### src/rtl/core/rdfp_pkg.sv
// Shared constants and types for the radar data frame parser.
package rdfp_pkg;

    localparam int unsigned KEEP_BYTES = 7;

    localparam logic [23:0] HDR_PREFIX = 24'hF4F3F2;
    localparam logic [7:0]  HDR_LAST   = 8'hF1;
    localparam logic [7:0]  TAIL_FIRST = 8'hF8;
    localparam logic [7:0]  ANGLE_BIAS = 8'h80;
    localparam logic [15:0] MIN_COUNT_LEN = 16'd2;

    typedef logic [KEEP_BYTES-1:0][7:0] kept_t;

    typedef struct packed {
        logic              frame_status;
        logic [7:0]        num_targets;
        logic              alarm;
        logic              target_valid;
        logic signed [7:0] angle_deg;
        logic [7:0]        distance_m;
        logic [7:0]        direction_code;
        logic [7:0]        speed_kmh;
        logic [7:0]        snr_value;
    } result_t;

endpackage

### src/rtl/core/rdfp_decode.sv
// Frame decode: builds one result from the kept payload bytes and tail check.
module rdfp_decode (
    input  rdfp_pkg::kept_t   kept,
    input  logic [15:0]       pay_len,
    input  logic              tail_good,
    output rdfp_pkg::result_t res
);
    import rdfp_pkg::*;

    logic count_ok;
    logic target_ok;

    assign count_ok  = tail_good && (pay_len >= MIN_COUNT_LEN);
    assign target_ok = count_ok && (kept[0] != 8'h00)
                       && (pay_len >= 16'(KEEP_BYTES));

    always_comb
    begin
        res = '0;
        res.frame_status = !tail_good;
        if (count_ok)
        begin
            res.num_targets = kept[0];
            res.alarm       = (kept[1] != 8'h00);
        end
        if (target_ok)
        begin
            res.target_valid   = 1'b1;
            res.angle_deg      = kept[2] - ANGLE_BIAS;
            res.distance_m     = kept[3];
            res.direction_code = kept[4];
            res.speed_kmh      = kept[5];
            res.snr_value      = kept[6];
        end
    end

endmodule

### src/rtl/core/radar_data_frame_parser.sv
// Radar data frame parser top level: byte register, deframer state, result register.
// One received byte per request; a new byte can be taken every clock cycle while
// rx_stall is low. A byte is held in an input register and is processed into the result
// register when it is consumed, so the result of a frame is registered as the input
// register hands over the last tail byte. The result register is the only
// place a frame waits: bytes keep flowing while it is empty or being taken, and
// rx_stall rises only when a result is held by res_stall and a byte is already
// waiting in the input register. Frames are F4 F3 F2 F1, a little-endian 16-bit
// length, the payload (first seven bytes kept) and the tail F8 F7 F6 F5; one result
// per frame, with frame_status set on a bad tail.
module radar_data_frame_parser (
    input  logic              clk,
    input  logic              rst_n,
    input  logic              rx_valid,
    output logic              rx_stall,
    input  logic [7:0]        rx_byte,
    output logic              res_valid,
    input  logic              res_stall,
    output logic              frame_status,
    output logic [7:0]        num_targets,
    output logic              alarm,
    output logic              target_valid,
    output logic signed [7:0] angle_deg,
    output logic [7:0]        distance_m,
    output logic [7:0]        direction_code,
    output logic [7:0]        speed_kmh,
    output logic [7:0]        snr_value
);
    import rdfp_pkg::*;

    typedef enum logic [2:0] {
        PH_HUNT,
        PH_LEN_LO,
        PH_LEN_HI,
        PH_PAYLOAD,
        PH_TAIL
    } phase_t;

    phase_t      phase_reg, phase_next;
    logic        byte_valid_reg, byte_valid_next;
    logic [7:0]  byte_reg;
    logic [23:0] recent_reg, recent_next;
    logic [15:0] len_reg, len_next;
    logic [15:0] idx_reg, idx_next;
    logic        tail_ok_reg, tail_ok_next;
    kept_t       kept_reg, kept_next;
    logic        res_valid_reg, res_valid_next;
    result_t     res_reg, res_next;

    logic        consume;
    logic        accept;
    logic        emit;
    logic [15:0] idx_inc;
    logic [15:0] len_full;
    logic        tail_good;
    result_t     decoded;

    assign consume  = byte_valid_reg && (!res_valid_reg || !res_stall);
    assign rx_stall = byte_valid_reg && res_valid_reg && res_stall;
    assign accept   = rx_valid && !rx_stall;
    assign idx_inc  = idx_reg + 16'd1;
    assign len_full = {byte_reg, len_reg[7:0]};
    assign tail_good = tail_ok_reg
                       && (byte_reg == TAIL_FIRST - {6'd0, idx_reg[1:0]});

    rdfp_decode u_decode (
        .kept      (kept_reg),
        .pay_len   (len_reg),
        .tail_good (tail_good),
        .res       (decoded)
    );

    always_comb
    begin
        phase_next   = phase_reg;
        recent_next  = recent_reg;
        len_next     = len_reg;
        idx_next     = idx_reg;
        tail_ok_next = tail_ok_reg;
        kept_next    = kept_reg;
        emit         = 1'b0;
        if (consume)
        begin
            case (phase_reg)
                PH_HUNT:
                begin
                    if (recent_reg == HDR_PREFIX && byte_reg == HDR_LAST)
                    begin
                        recent_next = '0;
                        phase_next  = PH_LEN_LO;
                    end
                    else
                    begin
                        recent_next = {recent_reg[15:0], byte_reg};
                    end
                end
                PH_LEN_LO:
                begin
                    len_next   = {8'd0, byte_reg};
                    phase_next = PH_LEN_HI;
                end
                PH_LEN_HI:
                begin
                    len_next     = len_full;
                    idx_next     = '0;
                    tail_ok_next = 1'b1;
                    phase_next   = (len_full == 16'd0) ? PH_TAIL : PH_PAYLOAD;
                end
                PH_PAYLOAD:
                begin
                    if (idx_reg < 16'(KEEP_BYTES))
                    begin
                        kept_next[idx_reg[2:0]] = byte_reg;
                    end
                    if (idx_inc >= len_reg)
                    begin
                        idx_next   = '0;
                        phase_next = PH_TAIL;
                    end
                    else
                    begin
                        idx_next = idx_inc;
                    end
                end
                PH_TAIL:
                begin
                    if (idx_reg[1:0] == 2'd3)
                    begin
                        emit         = 1'b1;
                        phase_next   = PH_HUNT;
                        idx_next     = '0;
                        tail_ok_next = 1'b1;
                        recent_next  = '0;
                    end
                    else
                    begin
                        idx_next     = idx_inc;
                        tail_ok_next = tail_good;
                    end
                end
                default:
                begin
                    phase_next = PH_HUNT;
                end
            endcase
        end
    end

    always_comb
    begin
        byte_valid_next = byte_valid_reg;
        if (accept)
        begin
            byte_valid_next = 1'b1;
        end
        else if (consume)
        begin
            byte_valid_next = 1'b0;
        end

        res_valid_next = res_valid_reg;
        res_next       = res_reg;
        if (emit)
        begin
            res_valid_next = 1'b1;
            res_next       = decoded;
        end
        else if (!res_stall)
        begin
            res_valid_next = 1'b0;
        end
    end

    always_ff @(posedge clk or negedge rst_n)
    begin
        if (!rst_n)
        begin
            phase_reg      <= PH_HUNT;
            byte_valid_reg <= 1'b0;
            recent_reg     <= '0;
            len_reg        <= '0;
            idx_reg        <= '0;
            tail_ok_reg    <= 1'b1;
            res_valid_reg  <= 1'b0;
        end
        else
        begin
            phase_reg      <= phase_next;
            byte_valid_reg <= byte_valid_next;
            recent_reg     <= recent_next;
            len_reg        <= len_next;
            idx_reg        <= idx_next;
            tail_ok_reg    <= tail_ok_next;
            res_valid_reg  <= res_valid_next;
        end
    end

    always_ff @(posedge clk)
    begin
        if (accept)
        begin
            byte_reg <= rx_byte;
        end
        kept_reg <= kept_next;
        res_reg  <= res_next;
    end

    assign res_valid      = res_valid_reg;
    assign frame_status   = res_reg.frame_status;
    assign num_targets    = res_reg.num_targets;
    assign alarm          = res_reg.alarm;
    assign target_valid   = res_reg.target_valid;
    assign angle_deg      = res_reg.angle_deg;
    assign distance_m     = res_reg.distance_m;
    assign direction_code = res_reg.direction_code;
    assign speed_kmh      = res_reg.speed_kmh;
    assign snr_value      = res_reg.snr_value;

    a_bad_tail_empty: assert property (@(posedge clk) disable iff (!rst_n)
        res_valid && frame_status |-> num_targets == 8'd0 && !alarm && !target_valid)
        else $error("bad-tail result carries data");

    a_target_needs_count: assert property (@(posedge clk) disable iff (!rst_n)
        res_valid && target_valid |-> num_targets != 8'd0)
        else $error("target flagged with zero count");

    a_no_target_zero: assert property (@(posedge clk) disable iff (!rst_n)
        res_valid && !target_valid |-> angle_deg == 8'sd0 && distance_m == 8'd0
            && direction_code == 8'd0 && speed_kmh == 8'd0 && snr_value == 8'd0)
        else $error("target fields set without target");

    a_tail_index: assert property (@(posedge clk) disable iff (!rst_n)
        phase_reg == PH_TAIL |-> idx_reg < 16'd4)
        else $error("tail index out of range");

    a_result_after_tail: assert property (@(posedge clk) disable iff (!rst_n)
        $rose(res_valid) |-> $past(phase_reg) == PH_TAIL && phase_reg == PH_HUNT)
        else $error("result not caused by last tail byte");

endmodule
### config.mk
export PLATFORM = sky130hd
export DESIGN_NAME = radar_data_frame_parser
export DESIGN_NICKNAME = d
export VERILOG_FILES = /design/src/rtl/core/rdfp_pkg.sv /design/src/rtl/core/rdfp_decode.sv /design/src/rtl/core/radar_data_frame_parser.sv
export SDC_FILE = /design/constraint.sdc
export NUM_CORES = 1
export LEC_CHECK = 0
export ABC_AREA = 1
export BUFFER_PORTS_ARGS = -buffer_cell sky130_fd_sc_hd__buf_2
export CAP_MARGIN = 5
export CORE_UTILIZATION = 40
export CTS_CLUSTER_DIAMETER = 50
export DETAILED_ROUTE_END_ITERATION = 16
export GPL_TIMING_DRIVEN = 1
export SETUP_SLACK_MARGIN = 0.2
export SLEW_MARGIN = 20
export SYNTH_ARGS = -nofsm -noshare
export SYNTH_HDL_FRONTEND = slang
export SYNTH_SLANG_ARGS = --single-unit
### constraint.sdc
create_clock -name clk -period 9.1 [get_ports clk]
set_clock_uncertainty 0.15 [all_clocks]
set_input_delay 1.82 -clock clk [delete_from_list [all_inputs] [get_ports clk]]
set_output_delay 1.82 -clock clk [all_outputs]
set_load 0.01 [all_outputs]
## After elaboration in Yosys (flattened, before gate mapping)

Cells that the tools add are included.

| storage, ports and cells | value |
|---|---|
| flip-flop bits (word level) | 177 |
| bits of input ports | 12 |

| operators by class | value |
|---|---|
| reduce and logical (&&, ||, !) cells | 31 |
| mux-type cells | 25 |
| $lt $le $gt $ge | 6 |
| $add $sub $neg | 3 |
| equality and inequality tests | 12 |
| bitwise operators | 1 |

Operators by type and width:

| kind | count |
|---|---|
| 56-bit bitwise mux | 1 |
| 24-bit 2-to-1 mux | 2 |
| 16-bit one-hot mux with 3 select lines | 1 |
| 24-bit one-hot mux with 2 select lines | 1 |
| 41-bit 2-to-1 mux | 1 |
| 16-bit 2-to-1 mux | 2 |
| 16-bit one-hot mux with 2 select lines | 1 |
| 8-bit demux with 3-bit select | 1 |
| 24-bit == test, second input constant | 1 |
| 16-bit by 1-bit adder with 16-bit output, second input constant | 1 |
| 16-bit >= comparator | 1 |
| 16-bit by 2-bit >= comparator with 1-bit output, second input constant | 1 |
| 16-bit by 3-bit >= comparator with 1-bit output, second input constant | 1 |
| 16-bit logical NOT | 1 |
| 16-bit by 3-bit less-than comparator with 1-bit output, second input constant | 1 |
| 8-bit nonzero test | 2 |
| 3-bit one-hot mux with 5 select lines | 1 |
| 3-bit 2-to-1 mux | 4 |
| 1-bit logical AND | 10 |
| 3-bit AND reduction | 3 |
| 8-bit == test | 1 |
| 8-bit == test, second input constant | 1 |
| 1-bit 2-to-1 mux | 8 |
| 8-bit 2-to-1 mux | 1 |
| 19 further kinds | 30 |

## Logic depth before layout (Yosys ltp)

Gate-level depths: netlist (run 1).

| logic depth | value |
|---|---|
| depth in word-level cells | 7 |
| mapped depth | 18 |
| mapped depth without buffers | 17 |

## Hierarchy

Synthesis (run 1) repeated with hierarchy kept, for this count alone.

| unflattened totals | value |
|---|---|
| cells, all modules | 749 |
| area total of the unflattened synthesis | 7915.1 um^2 |

Modules (own cells, without submodules):

| module | area an instance (um^2) | cells each | times used |
|---|---|---|---|
| radar_data_frame_parser | 7260.7 | 614 | 1 |
| rdfp_decode | 654.4 | 135 | 1 |

## Worst setup path after synthesis (run 1)

Ideal clock, no wire load.

| timing path | value |
|---|---|
| path kind | input-to-reg |
| start point | input port res_stall |
| end point | register res_reg (netlist bit alarm), enable pin |
| setup slack | 4.081 ns |
| cell stages on the path | 5 |
| setup time | 0.460 ns |
| arrival time | 4.409 ns |
| path buffers | 0 |
| data required time | 8.490 ns |
| cells stage by stage | nand2_1 > nand2_1 > nor2_1 > inv_1 > nor2_1 |

| between the ends | value |
|---|---|
| cells in the longest elaborated chain, start to end | 4 |

Ends and longest elaborated chain:

| what | RTL line | source |
|---|---|---|
| start, declared | radar_data_frame_parser.sv:18 | `input logic res_stall,` |
| 1-bit logical NOT | - |  |
| 1-bit logical OR | radar_data_frame_parser.sv:58 | `assign consume = byte_valid_reg && (!res_valid_reg \|\| !res_stall);` |
| 1-bit logical AND | radar_data_frame_parser.sv:58 |  |
| 1-bit 2-to-1 mux | radar_data_frame_parser.sv:82 | `if (consume)` |
| named net emit | radar_data_frame_parser.sv:52 | `logic emit;` |
| end signal, assigned | radar_data_frame_parser.sv:205 | `res_reg <= res_next;` |
| end, declared | radar_data_frame_parser.sv:48 | `result_t res_reg, res_next;` |

The timed path passes the listed nets, and every way through them passes these cells.
A chain may end at the register's enable or synchronous reset.

## Final worst setup path (run 1)

| timing path | value |
|---|---|
| start point | input port res_stall |
| end point | output port rx_stall |

| between the ends | value |
|---|---|
| cells in the longest elaborated chain, start to end | 1 |

Ends and longest elaborated chain:

| what | RTL line | source |
|---|---|---|
| 1-bit logical AND | radar_data_frame_parser.sv:59 | `assign rx_stall = byte_valid_reg && res_valid_reg && res_stall;` |
| end, declared | radar_data_frame_parser.sv:15 | `output logic rx_stall,` |

Every way passes these cells.

==> results by group, run 1 <==
Outcome
  – Status: completed

Critical path
  – Arrival @ worst endpoint: between 2 and 2.5 ns
  – Startpoint Class: primary input
  – Critical Path Start: res_stall
  – Crit end category: primary output
  – CP Class: primary input to primary output
  – CP endpoint: rx_stall
  – Worst reg2reg path endpoint: idx_reg[15]$_DFFE_PN0P_
  – Worst reg2reg path startpoint: idx_reg[0]$_DFFE_PN0P_
  – FF-to-FF setup slack: 5.89 ns
  – WP data required: 7.13 ns
  – FF-to-FF path depth: 14
  – Worst Path Max Fanout: 3

Layout
  – Max reg flops: 56
  – Area of the multi-input gates: 2090 µm²
  – Layout cell share with drive strength beyond 1: 0.144
  – Post-route cell area: slightly below 9000 µm²
  – Layout area overhead: 15.2%
  – Reg area: between 5000 and 6000 µm²
  – Final #Nets: 839
  – Diodes inserted: 0
  – Fillcell total: about 1800

Logic synthesis
  – Syn nets: just under 800
  – Most numerous cell in the Yosys netlist: inv_1
  – EDFF count, synth: around 120
  – Seq cells post-synth: between 150 and 200
  – Syn Area/Cell: roughly 10 µm²
  – Area share of the largest cell type after synthesis: 0.448
  – Post-synth top flop: edfxtp_1
  – Distinct cells, synth: 35
  – Yosys warning total: 0
  – Seq/Total Area, Yosys: 0.650
  – Fraction of registers with async set/reset: 0.350
  – Synth top area cells: edfxtp_1, dfrtp_1, inv_1, nand2_1, nor3_1
  – Synth top cells by count: inv_1, nand2_1, edfxtp_1, nor2_1, dfrtp_1
  – Gate Count Post-Synth: about 740
  – Yosys top cell by area: edfxtp_1
  – Mapped Area: 7710 µm²

Pwr
  – Worst vdd rail ir drop: 131 µV
  – PD cells: a little under 200 nW/µm²
  – Pleak: 0.00421 µW

Clocking
  – Post-CTS setup buffer count: 0
  – Post-CTS sizing: 0
  – Clk buf depth: 2
  – Clock Pin Slew Worst Setup and Hold Paths: 0.07 ns
  – CTS H-tree depth: 4
  – # clock sinks: 177
  – CTS Hold Buffers Added: 0
  – CTS root buf: clkbuf_16
  – Clock Latency Late Sink: 0.44 ns
  – TritonCTS clock tree: done
  – Total CTS buffers: 17

STA
  – Pins Over Slew Limit: 0
  – Max Fclk: between 200 and 250 MHz
  – Final Hold Fails: 0
  – Period Utilization, post-route: 0.459
  – Tmin final: between 4 and 5 ns
  – Setup TNS: 0 ns
  – RSZ-0062 raised after global routing: no
  – Setup-failing EPs final: 0
  – Worst-Margin Slew: 0.834 ns
  – Rel. slew slack: 0.444

GRT
  – GRT busiest layer: met2
  – GRT Util Overall: 0.167
  – Grt met1 use: 0.226
  – GRT overflow: 0
  – Met2 Resource Use GR: 0.263
  – Global-route wire length before repair: 25100 µm
  – Antenna violations before repair: 0
  – Largest net degree at the start of global routing: 63
  – Vias in the first global route: slightly below 5000
  – GR met3 Demand/Resource: 0.0289

Place
  – DP HPWL: roughly 10000 µm
  – Input/output buffers: between 60 and 70
  – Post-Place Cell Area: slightly above 8000 µm²
  – RD Place Congestion: roughly 0.85

Die
  – Core Area: about 19000 µm²
  – Die ar.: just under 20000 µm²
  – Die Span X: 141 µm
  – Initial Utilization: 0.411
  – Chip Height: about 140 µm
  – I/O pins: 65
  – Row cnt: 50

Route
  – Drt pass-1 iters: 5
  – Iteration-0 DRC count of the detailed router: between 300 and 400
  – DRT Wirelength: between 15000 and 20000 µm
  – Routed vias/inst: 4.85
  – Post-route DRC violation count: 0
  – DR WL/cell: 14.8 µm
  – Vias: around 5000
  – Antenna viol nets, final: 0

Worst hold path
  – Type of the most critical hold path: flop to flop

Flow run
  – Max-cap viol count: 0
## metal layers
layer | up-vias | part of all wire | wire length [µm]
li1 | 2587 | - | -
met1 | 2382 | 0.47 | 7410
met2 | 126 | 0.47 | 7320
met3 | 26 | 0.039 | 604
met4 | 0 | 0.021 | 334
met5 | - | 0 | 0
## logic make-up (layout without fill, tap and decap cells)
| group | after synthesis | after routing | share of synthesized area |
|---|---|---|---|
| adder cells (fa/ha/maj) | 19 | 19 | 0.0308 |
| AND/OR/NAND/NOR | 306 | 306 | 0.177 |
| buffers and inverters | 158 | 241 | 0.0805 |
| XOR/XNOR | 8 | 8 | 0.00909 |
| flip-flops | 177 | 177 | 0.650 |
| AO/OA/AOI/OAI | 70 | 70 | 0.0532 |
## worst min-delay path by stage
stage / start / endpoint / cells past startpoint / slack (ns)
3_3_place_gp: recent_reg[23]$_DFFE_PN0P_ / recent_reg[23]$_DFFE_PN0P_ / 2 / 0.34
5_1_grt: recent_reg[21]$_DFFE_PN0P_ / recent_reg[21]$_DFFE_PN0P_ / 2 / 0.39
3_5_place_dp: idx_reg[15]$_DFFE_PN0P_ / idx_reg[15]$_DFFE_PN0P_ / 2 / 0.35
6_report: recent_reg[21]$_DFFE_PN0P_ / recent_reg[21]$_DFFE_PN0P_ / 2 / 0.37
2_1_floorplan: recent_reg[20]$_DFFE_PN0P_ / recent_reg[20]$_DFFE_PN0P_ / 2 / 0.32
4_1_cts: idx_reg[15]$_DFFE_PN0P_ / idx_reg[15]$_DFFE_PN0P_ / 2 / 0.37
## placed cells by master, fill, tap and decap left out, types with 16 or more instances in the layout
cell,count
inv_1,138
ha_1,19
o22ai_1,27
nor2_1,62
nor3_1,50
clkbuf_16,17
nand3_1,28
dfrtp_1,61
edfxtp_1,115
o21ai_0,29
nand2_1,131
nand4_1,16
buf_2,64
## stage by stage
stage | hold WS [ns] | total power (µW) | std cells | setup WS, ns | util
floorplan | 0.321 | 995 | 738 | 4.08 | -
global placement | 0.340 | 1030 | 1023 | 4.93 | 0.440
detailed placement | 0.350 | 1030 | 1023 | 4.92 | 0.440
CTS | 0.369 | 1780 | 1055 | 4.92 | 0.473
global route | 0.387 | 1830 | 1055 | 4.90 | 0.473
finish | 0.371 | 1770 | 1055 | 4.92 | 0.473
## final cells by class
class,instances,share of cell area
Sequential cell,177,0.564
Multi-Input combinational cell,403,0.235
Tap cell,234,0.0330
Inverter,141,0.0596
Timing Repair Buffer,68,0.0395
Clock buffer,17,0.0479
Clock inverter,15,0.0207
## power breakdown
part           internal, µW  switching, µW
combinational          33.1           65.8
clock                   398            353
sequential              891           25.0
total                  1320            444
## worst max-delay path, stage by stage
cell	delay [ns]
buf_2	0.10
nand3_1	0.11
inv_1	0.04
buf_2	0.13
Power figures use the tool's default switching activity.
==> run 2: changes to the inputs <==
==> constraint.sdc (replaced) <==
create_clock -name clk -period 3.4 [get_ports clk]
set_clock_uncertainty 0.15 [all_clocks]
set_input_delay 0.68 -clock clk [delete_from_list [all_inputs] [get_ports clk]]
set_output_delay 0.68 -clock clk [all_outputs]
set_load 0.01 [all_outputs]
==> run 2 against run 1 <==
Effect of this change: sequential cell count stayed put; count of clock-buffer cells in the layout stayed put; first-iteration DRC count is 1.7% lower; sequential power grew to 2.7 times the previous value; hold slack worse by 0.27 ns; die area stayed put; final cell count is 1.0% higher.
==> results by group, run 2 (synthesis gave the netlist of run 1 again) <==
Die
  – Chip Height: ~140 µm
  – Die Span X: 141 µm
  – Initial Utilization: 0.411
  – I/O pins: 65
  – Die ar.: around 20000 µm²
  – Row cnt: 50
  – Core Area: around 19000 µm²

Critical path
  – Arrival @ worst endpoint: about 3.2 ns
  – Slowest CP cell: dfrtp_1
  – FF-to-FF setup slack: 0.43 ns
  – FF-to-FF path depth: 14
  – Startpoint Class: flop
  – WP data required: between 3 and 4 ns
  – Worst Path Max Fanout: 8
  – Crit-path max cell delay: approximately 0.51 ns
  – Most Frequent Cell on Critical Path: nand2_1
  – Crit end category: flop
  – Crit-path cells: ha_1, inv_1, nor3_2, xor2_1, ha_1, nand2_1, inv_1, nand2_1, nor2_1, nor2_1, nand2_1, nand2_1, nand3_1, o21ai_0
  – CP Class: flop to flop

Clocking
  – CTS root buf: clkbuf_16
  – Total CTS buffers: 17
  – Clock Pin Slew Worst Setup and Hold Paths: ~0.08 ns
  – Clk buf depth: 2
  – TritonCTS clock tree: done
  – CTS H-tree depth: 4
  – # clock sinks: about 180
  – Post-CTS setup buffer count: 0
  – Clock Latency Late Sink: 0.43 ns

STA
  – Worst-Margin Slew: between 0.6 and 0.7 ns
  – Pins Over Slew Limit: 0
  – Hold Slack: ~0.098 ns
  – Rel. slew slack: 0.546
  – Max Fclk: about 340 MHz
  – Period Utilization, post-route: 0.872
  – Setup WS post-layout: 0.434 ns
  – Tmin final: 2.97 ns
  – Final Hold Fails: 0
  – RSZ-0062 raised after global routing: no
  – Setup TNS: 0 ns
  – Setup-failing EPs final: 0

Outcome
  – Status: completed

Route
  – DR WL/cell: 15.1 µm
  – Routed vias/inst: roughly 5
  – Vias: 5240
  – Post-route DRC violation count: 0
  – DRT Wirelength: ~16000 µm
  – Drt pass-1 iters: 5
  – Antenna viol nets, final: 0
  – Iteration-0 DRC count of the detailed router: between 300 and 400

Layout
  – Commonest cells after routing, fill and taps aside: inv_1, nand2_1, edfxtp_1, buf_2, nor2_1
  – Area of the multi-input gates: roughly 2100 µm²
  – Final #Nets: 850
  – Commonest non-fill, non-tap cell in the layout: inv_1
  – Max reg flops: 56
  – Fillcell total: 1710
  – Diodes inserted: 0
  – Layout cell share with drive strength beyond 1: 0.156
  – Reg area: about 5000 µm²
  – Layout area overhead: 16.3%

Pwr
  – Power consumption: between 4000 and 5000 µW
  – PD cells: 521 nW/µm²
  – Worst vdd rail ir drop: about 350 µV
  – Pleak: about 0.0043 µW

GRT
  – Global-route wire length before repair: between 20000 and 30000 µm
  – Largest net degree at the start of global routing: ~50
  – Antenna violations before repair: 0
  – GRT Util Overall: 0.173
  – GRT overflow: 0
  – Vias in the first global route: approximately 5000

Place
  – Input/output buffers: 64
  – DP HPWL: around 11000 µm
  – Pre-CTS WS: around 0.38 ns
  – RD Place Congestion: ~0.91

Worst hold path
  – Type of the most critical hold path: primary input to asynchronous set/reset pin

Flow run
  – Max-cap viol count: 0
## run 2: report_power, final
| group | total (µW) | internal, µW | switching (µW) |
|---|---|---|---|
| registers | 2440 | 2380 | 57.0 |
| clock network | 1950 | 1050 | 898 |
| logic | 282 | 93.0 | 189 |
| total | 4670 | 3530 | 1140 |
## run 2: metrics by stage
step                      cell area (µm²)  std cells  utilization
after global routing                 8960       1066        0.478
after detailed placement             8360       1034        0.446
after CTS                            8960       1066        0.477
after floorplan                      7710        738            -
final                                8960       1066        0.478
after global placement               8360       1034        0.446
## run 2: what timing repair did
| action | 4_1_cts | 5_1_grt |
|---|---|---|
| gates resized for setup | 0 | 1 |
| hold buffers | 0 | 0 |
| endpoints found under the setup margin | 0 | 17 |
## run 2: critical path, delay by kind of cell (launching register included)
family | cells | cell delay, ns
fa+ha+maj | 2 | 0.58
flops | 1 | 0.51
compound gates | 1 | 0.21
xor+xnor | 1 | 0.25
simple gates | 8 | 0.95
buf+inv | 2 | 0.24
## run 2: final cells by class
type / instances / share of cell area
clock buffers: 17 / 0.0475
inverters: 141 / 0.0590
repair buffers: 79 / 0.0500
clock inverters: 15 / 0.0188
flip-flops and latches: 177 / 0.558
multi-input cells: 403 / 0.234
well taps: 234 / 0.0327
## run 2: final timing paths
check,to,startpoint
max,idx_reg[10]$_DFFE_PN0P_,idx_reg[0]$_DFFE_PN0P_
min,recent_reg[3]$_DFFE_PN0P_,rst_n
max reg2reg,idx_reg[10]$_DFFE_PN0P_,idx_reg[0]$_DFFE_PN0P_
min reg2reg,recent_reg[22]$_DFFE_PN0P_,recent_reg[22]$_DFFE_PN0P_
max in group asynchronous,recent_reg[15]$_DFFE_PN0P_,rst_n
min in group clk,byte_reg[1]$_DFFE_PP_,rx_byte[1]
## run 2: per-layer routing
| layer | global-route usage | part of all wire | vias to the layer above |
|---|---|---|---|
| li1 | - | - | 2616 |
| met1 | 0.227 | 0.47 | 2487 |
| met2 | 0.285 | 0.48 | 115 |
| met3 | 0.0306 | 0.032 | 22 |
| met4 | 0.0686 | 0.020 | 0 |
| met5 | 0 | 0 | - |
